`src/qbez_pkg.sv`:
```
package qbez_pkg;

   // field and register widths
   localparam int PARAM_W     = 17;
   localparam int POINT_W     = 32;
   localparam int POS_W       = 32;
   localparam int SLOPE_W     = 40;
   localparam int CSR_INDEX_W = 3;
   localparam int NUM_POINTS  = 6;
   localparam int NUM_DIFFS   = NUM_POINTS - 1;

   // t = 1 in Q1.16
   localparam logic [PARAM_W-1:0] ONE_Q16 = 17'd65536;

   // monomial widths: squares hold 2^32, degree four 2^64, degree five 2^80
   localparam int SQ_W    = 33;
   localparam int MONO4_W = 65;
   localparam int MONO5_W = 81;

   // scaled control points and scaled differences
   localparam int COEF_W = 36;
   localparam int DIFF_W = 38;

   // partial product split of the monomials
   localparam int NUM_CHUNKS  = 3;
   localparam int POS_CHUNK_W = 27;
   localparam int SLP_CHUNK_W = 22;
   localparam int POS_PP_W    = POS_CHUNK_W + 1 + COEF_W;
   localparam int SLP_PP_W    = SLP_CHUNK_W + 1 + DIFF_W;

   // accumulator widths and binary point positions
   localparam int POS_ACC_W = 119;
   localparam int SLP_ACC_W = 105;
   localparam int POS_FRAC  = 80;
   localparam int SLP_FRAC  = 64;

   localparam logic signed [POS_ACC_W-1:0] POS_HALF = POS_ACC_W'(1) << (POS_FRAC - 1);
   localparam logic signed [SLP_ACC_W-1:0] SLP_HALF = SLP_ACC_W'(1) << (SLP_FRAC - 1);

   // pipeline depth, output register included
   localparam int NUM_STAGES = 9;

   // binomial weights for the curve value, and 5*C(4,k) for the derivative
   localparam logic [3:0] POS_BINOM [NUM_POINTS] = '{4'd1, 4'd5, 4'd10, 4'd10, 4'd5, 4'd1};
   localparam logic [4:0] SLP_WEIGHT [NUM_DIFFS] = '{5'd5, 5'd20, 5'd30, 5'd20, 5'd5};

   typedef enum logic [CSR_INDEX_W-1:0] {
      REG_POINT_ZERO  = 3'd0,
      REG_POINT_ONE   = 3'd1,
      REG_POINT_TWO   = 3'd2,
      REG_POINT_THREE = 3'd3,
      REG_POINT_FOUR  = 3'd4,
      REG_POINT_FIVE  = 3'd5
   } csr_reg_type;

   typedef logic        [PARAM_W-1:0]    param_type;
   typedef logic signed [POINT_W-1:0]    point_type;
   typedef logic        [SQ_W-1:0]       square_type;
   typedef logic        [MONO4_W-1:0]    mono4_type;
   typedef logic        [MONO5_W-1:0]    mono5_type;
   typedef logic signed [COEF_W-1:0]     coef_type;
   typedef logic signed [DIFF_W-1:0]     diff_type;
   typedef logic signed [POS_ACC_W-1:0]  pos_acc_type;
   typedef logic signed [SLP_ACC_W-1:0]  slp_acc_type;
   typedef logic        [NUM_STAGES-1:0] stage_en_type;

endpackage

```
`src/qbez_csr.sv`:
```
module qbez_csr (
   input  logic                                clock,
   input  logic                                reset,
   input  logic                                csr_valid,
   output logic                                csr_ready,
   input  logic [qbez_pkg::CSR_INDEX_W-1:0]    csr_index,
   input  logic [qbez_pkg::POINT_W-1:0]        csr_data,
   output qbez_pkg::coef_type                  coef [qbez_pkg::NUM_POINTS],
   output qbez_pkg::diff_type                  diff [qbez_pkg::NUM_DIFFS]
);

   qbez_pkg::point_type point_ff [qbez_pkg::NUM_POINTS];
   qbez_pkg::point_type point_in [qbez_pkg::NUM_POINTS];
   qbez_pkg::coef_type  coef_ff  [qbez_pkg::NUM_POINTS];
   qbez_pkg::coef_type  coef_in  [qbez_pkg::NUM_POINTS];
   qbez_pkg::diff_type  diff_ff  [qbez_pkg::NUM_DIFFS];
   qbez_pkg::diff_type  diff_in  [qbez_pkg::NUM_DIFFS];
   logic signed [qbez_pkg::POINT_W:0] delta [qbez_pkg::NUM_DIFFS];

   assign csr_ready = 1'b1;

   // register write decode, unknown indexes are dropped
   always_comb begin
      for (int k = 0; k < qbez_pkg::NUM_POINTS; k++) begin
         point_in[k] = point_ff[k];
      end
      if (csr_valid) begin
         case (csr_index)
            qbez_pkg::REG_POINT_ZERO:  point_in[0] = csr_data;
            qbez_pkg::REG_POINT_ONE:   point_in[1] = csr_data;
            qbez_pkg::REG_POINT_TWO:   point_in[2] = csr_data;
            qbez_pkg::REG_POINT_THREE: point_in[3] = csr_data;
            qbez_pkg::REG_POINT_FOUR:  point_in[4] = csr_data;
            qbez_pkg::REG_POINT_FIVE:  point_in[5] = csr_data;
            default: ;
         endcase
      end
   end

   always_ff @(posedge clock) begin
      if (reset) begin
         for (int k = 0; k < qbez_pkg::NUM_POINTS; k++) begin
            point_ff[k] <= '0;
         end
      end else begin
         for (int k = 0; k < qbez_pkg::NUM_POINTS; k++) begin
            point_ff[k] <= point_in[k];
         end
      end
   end

   // points scaled by their binomial weight, differences by 5*C(4,k)
   always_comb begin
      for (int k = 0; k < qbez_pkg::NUM_POINTS; k++) begin
         coef_in[k] = point_ff[k] * $signed({1'b0, qbez_pkg::POS_BINOM[k]});
      end
      for (int k = 0; k < qbez_pkg::NUM_DIFFS; k++) begin
         delta[k]   = point_ff[k+1] - point_ff[k];
         diff_in[k] = delta[k] * $signed({1'b0, qbez_pkg::SLP_WEIGHT[k]});
      end
   end

   // registered from the stored points, ready well before a request reaches the products
   always_ff @(posedge clock) begin
      for (int k = 0; k < qbez_pkg::NUM_POINTS; k++) begin
         coef_ff[k] <= coef_in[k];
      end
      for (int k = 0; k < qbez_pkg::NUM_DIFFS; k++) begin
         diff_ff[k] <= diff_in[k];
      end
   end

   assign coef = coef_ff;
   assign diff = diff_ff;

endmodule

```
`config.mk`:
```
export PLATFORM = sky130hd
export DESIGN_NAME = qbez_csr
export DESIGN_NICKNAME = d
export VERILOG_FILES = /design/src/qbez_pkg.sv /design/src/qbez_csr.sv
export SDC_FILE = /design/constraint.sdc
export NUM_CORES = 2
export LEC_CHECK = 0
export BUFFER_PORTS_ARGS = -buffer_cell sky130_fd_sc_hd__buf_2
export CORE_ASPECT_RATIO = 0.75
export CORE_MARGIN = 4
export CORE_UTILIZATION = 27
export CTS_BUF_LIST = sky130_fd_sc_hd__clkbuf_8 sky130_fd_sc_hd__clkbuf_16
export CTS_CLUSTER_SIZE = 12
export DETAILED_ROUTE_END_ITERATION = 8
export MAX_ROUTING_LAYER = met4
export PLACE_DENSITY = 0.4
export SLEW_MARGIN = 20
export SYNTH_ARGS = -nofsm -noshare
export SYNTH_HDL_FRONTEND = slang
export SYNTH_SLANG_ARGS = --single-unit
```
`constraint.sdc`:
```
create_clock -name clock -period 6.84 [get_ports clock]
set_clock_uncertainty 0.05 [all_clocks]
set_input_delay 1.368 -clock clock [delete_from_list [all_inputs] [get_ports clock]]
set_output_delay 1.368 -clock clock [all_outputs]
set_load 0.1 [all_outputs]
```
=== Word level (Yosys, flattened, before mapping) ===
Memory sizes are Yosys's and may differ from the RTL's.
Index checks and enable logic that the tools add are counted.

* Flip-flop bits (word level): 389
* Bits in writable memories: 192
* Input bits: 38
* Output and inout bits: 407
* Word-level logic and storage cells: 54
* Memories: 1

{| class="wikitable"
|+ Memories
! name !! depth !! width !! rd ports !! clocked after Yosys merged registers in !! wr ports !! line !! RTL
|-
| point_ff || 6 || 32 || 6 || 0 || 6 || qbez_csr.sv:12 || <nowiki>qbez_pkg::point_type point_ff [qbez_pkg::NUM_POINTS];</nowiki>
|}

* Add/subtract/negate cells: 5
* $mul: 9
* Equality and inequality tests: 5
* Mux-type cells: 16
* Bitwise gates (word level): 6
* Reductions and logical operators: 1

{| class="wikitable"
|+ Operators by type and width
! kind !! number
|-
| 2-to-1 mux 32 bit || 12
|-
| 2-to-1 mux 192 bit || 1
|-
| subtractor 32 x 32 -> 33 bit || 5
|-
| multiplier 33 x 4 -> 37 bit (second input constant) || 2
|-
| multiplier 32 x 4 -> 36 bit (second input constant) || 2
|-
| multiplier 33 x 4 -> 36 bit (second input constant) || 2
|-
| multiplier 32 x 4 -> 35 bit (second input constant) || 2
|-
| multiplier 33 x 5 -> 37 bit (second input constant) || 1
|-
| equality test 3 x 2 -> 1 bit (second input constant) || 2
|-
| equality test 3 bit (second input constant) || 2
|-
| bitwise OR 1 bit || 6
|-
| equality test 3 x 1 -> 1 bit (second input constant) || 1
|-
| logical NOT 3 bit || 1
|-
| 2-to-1 mux 1 bit || 3
|}

=== Logic depth before layout (Yosys ltp) ===
* Depth in word-level cells: 4
* Mapped depth: 31
* Mapped depth without buffers: 30

=== Least setup slack after synthesis ===
No wires, ideal clock.

* Path type: reg-to-reg
* From: memory point_ff[0][65] (netlist name)
* To: register diff_ff, in the netlist diff[111]
* Library setup time: 72 ps
* Arrival: 5881 ps
* Data required time: 6718 ps
* Slack: 837 ps
* Stages on the path, launching flop included: 29
* Buffers on the path: 0
* Clock period less this slack: 6003 ps
* Cells stage by stage: dfxtp_1 > inv_1 > ha_1 > nor2b_1 > o31a_1 > o221a_2 > a31oi_1 > a21oi_1 > a211o_1 > a21oi_1 > inv_1 > a31oi_1 > xor2_1 > inv_1 > ha_1 > inv_1 > fa_1 > inv_1 > fa_1 > ha_1 > a21o_1 > a21oi_1 > o21bai_1 > a21o_1 > a21o_1 > a21oi_1 > o21ai_0 > a21oi_1 > xnor2_1

{| class="wikitable"
|+ RTL lines
! what !! line !! RTL
|-
| start, declared || qbez_csr.sv:12 ||
|-
| end signal, assigned by index || qbez_csr.sv:69 || <nowiki>diff_ff[k] <= diff_in[k];</nowiki>
|-
| end, declared || qbez_csr.sv:16 || <nowiki>qbez_pkg::diff_type diff_ff [qbez_pkg::NUM_DIFFS];</nowiki>
|}

==> out/metrics.csv <==
metric,value,unit
chip width,459,µm
final WL,148,mm
sequential share of power,0.171,
type of the worst min-delay path,flop to flop,
Mapped Cells,4788,
Final Hold Viols,0,
#FFs+latches synth,581,
Power Internal,12.3,mW
Comb power frac,0.676,
Vias,34700,
Syn Std Cell Area,0.0412,mm²
outcome,completed,
Die Footprint,0.159,mm²
worst hold margin,0.317,ns
input/output buffers,436,
Synth cell types,70,
leading area contributor after synthesis,dfxtp_1,
Lkg Pwr,24.1,nW
most frequent cells in the layout,"ha_1, dfxtp_1, nand2_1",
gr usage total,0.187,
Slew headroom,0.365,
top post-synthesis cells by area,"dfxtp_1, ha_1, a21oi_1",
Synth warnings,0,
Final Cell Area,0.0485,mm²
Max Slew Vio Count,0,
Achievable Freq,157,MHz
NumNets Final,6098,
Initial Util,0.273,
Die Ht,346,µm
initial antenna violation count,10,
PD cells,535,mW/mm²
worst r2r src,point_ff[0][69]$_SDFFE_PP0P_,
routability cong.,0.855,
sequential area share after synthesis,0.282,
Clock Power Share,0.152,
layout cells sized above 1,0.126,
top cell type's share of synthesized area,0.282,
TritonCTS Buffers,71,
"EDFF count, synth",0,
# IOs,445,
Synth Flop Type,dfxtp_1,
placed instance area,0.0460,mm²
Longest Clk Path Bufs,3,
Final setup viols,0,
"Data required, critical path",7.35,ns
FF-to-FF setup slack,0.47,ns
"Core Util, Final",0.321,
worst-skew pair later-pin latency,0.66,ns
crit path launch type,flop,
DRT iter0 DRCs,2217,
cell count after placement,7185,
"commonest non-fill, non-tap cell in the layout",ha_1,
Via-to-Cell Ratio,4.75,
Hold Path Origin,point_ff[0][14]$_SDFFE_PP0P_,
H-tree level count,3,
Tmin final,6.37,ns
WL per Instance,20.3,µm
worst-margin pin slew,0.940,ns
Crit. End Element,flop,
CTS tree,done,
DR DRC count,0,
global-route wire length before repair,220,mm
final worst slack,0.468,ns
post-route setup TNS,0,ns
Core Box Area,0.151,mm²
vias in the first global route,33400,
FP Rows,123,
hpwl dp,120,mm
Place WS,0.178,ns
Overall Power,25.9,mW
Setup Crit Path Kind,flop to flop,
Fillers,16000,
syn avg cell area,8.61,µm²
max-cap violation count,0,
Worst-path clk slew,0.06,ns
root buf cell,clkbuf_16,
TritonCTS Sinks,581,
RSZ-0062 raised after global routing,false,
Sw Pwr,13.6,mW
Final ANT Viol Nets,0,
First-pass DRT Iterations,5,
Sw Share,0.525,
Non-Filler Instances,7311,
period utilization,0.932,
Peak VDD IR,380,µV
crit path DAT,6.88,ns
hold_buf cts,0,
CP Max Fanout,6,
total grt overflow,0,
pin count of the biggest net entering global routing,79,
P&R area growth vs syn,17.6,%
Post-synth ARST share,0,
Worst Setup SP,point_ff[0][69]$_SDFFE_PP0P_,
==> worst max-delay path, cell delays in order (launching register included) <==
cell,delay [ns]
dfxtp_1,0.44
inv_1,0.08
ha_1,0.26
or3_1,0.38
o221a_2,0.32
a31oi_2,0.32
a21oi_1,0.18
a211o_1,0.33
a21oi_2,0.23
inv_1,0.06
a31oi_1,0.19
xor2_1,0.23
inv_1,0.12
ha_1,0.29
inv_1,0.05
fa_1,0.49
inv_1,0.05
fa_1,0.45
ha_1,0.37
a21o_1,0.20
a21oi_1,0.15
o21bai_1,0.09
a21o_1,0.18
a21o_1,0.18
nor2b_1,0.18
o21ai_0,0.14
xnor2_1,0.23
==> power by group through the flow <==
stage | combinational [mW] | sequential, mW | clock [mW]
after floorplan | 9.73 | 8.43 | 0
after global placement | 17.5 | 4.55 | 0
after detailed placement | 17.4 | 4.55 | 0
after CTS | 17.5 | 4.48 | 4.11
after global routing | 19.3 | 4.51 | 4.22
final | 17.5 | 4.45 | 3.95
==> area by class of cell <==
cell class	count	area [µm²]	area share
flip-flops and latches	581	11600	0.240
diodes	1	2.50	0.0000516
multi-input cells	3717	27800	0.573
repair buffers	503	2690	0.0555
clock inverters	35	338	0.00697
inverters	386	1450	0.0299
clock buffers	88	2060	0.0424
well taps	2000	2500	0.0516
==> layer usage <==
metal  vias up  track usage  share of wire  wire (µm)
li1      17700            -              -          -
met1     16200        0.275           0.53      78200
met2       682        0.269           0.41      60900
met3       152       0.0264          0.041       6040
met4         0       0.0410          0.023       3360
met5         -            -              0          0
==> synthesized netlist by cell type (36+ instances only) <==
library cell  instances
a21o_1              233
ha_1                733
xnor2_1             281
nand4_1              36
o21ai_0             193
fa_1                 67
a21oi_1             537
nor2_1              235
o21bai_1             51
nor2b_1              66
nand3_1              66
clkbuf_1             92
dfxtp_1             581
inv_1               386
o21a_1               82
nand2b_1             59
nor3_1               47
xor2_1              129
nand2_1             558
==> cell families (layout without fill, tap and decap cells) <==
| kind of cell | Yosys count | after routing | share of synthesized area |
|---|---|---|---|
| XOR/XNOR | 410 | 410 | 0.0871 |
| AO/OA/AOI/OAI | 1328 | 1328 | 0.201 |
| AND/OR/NAND/NOR | 1170 | 1170 | 0.127 |
| flip-flops | 581 | 581 | 0.282 |
| multiplexers | 1 | 1 | 0.000243 |
| buffers and inverters | 496 | 1012 | 0.0468 |
| other | 2 | 9 | 0.000182 |
| adder cells (fa/ha/maj) | 800 | 800 | 0.255 |
==> flip-flops by register name, indices dropped and copies added, names as in the netlist <==
signal    count
coef        206
diff        183
point_ff    192
==> what timing repair did <==
action,4_1_cts,5_1_grt
endpoints found under the setup margin,0,9
resized for setup,0,22
setup buffers,0,2
==> final timing paths <==
path,to,cells after the start
setup / recovery,diff[113]$_DFF_P_,26
hold / removal,coef[194]$_DFF_P_,0
setup reg to reg,diff[113]$_DFF_P_,26
hold reg to reg,coef[194]$_DFF_P_,0
No activity file was read; power rests on OpenSTA's default activity.
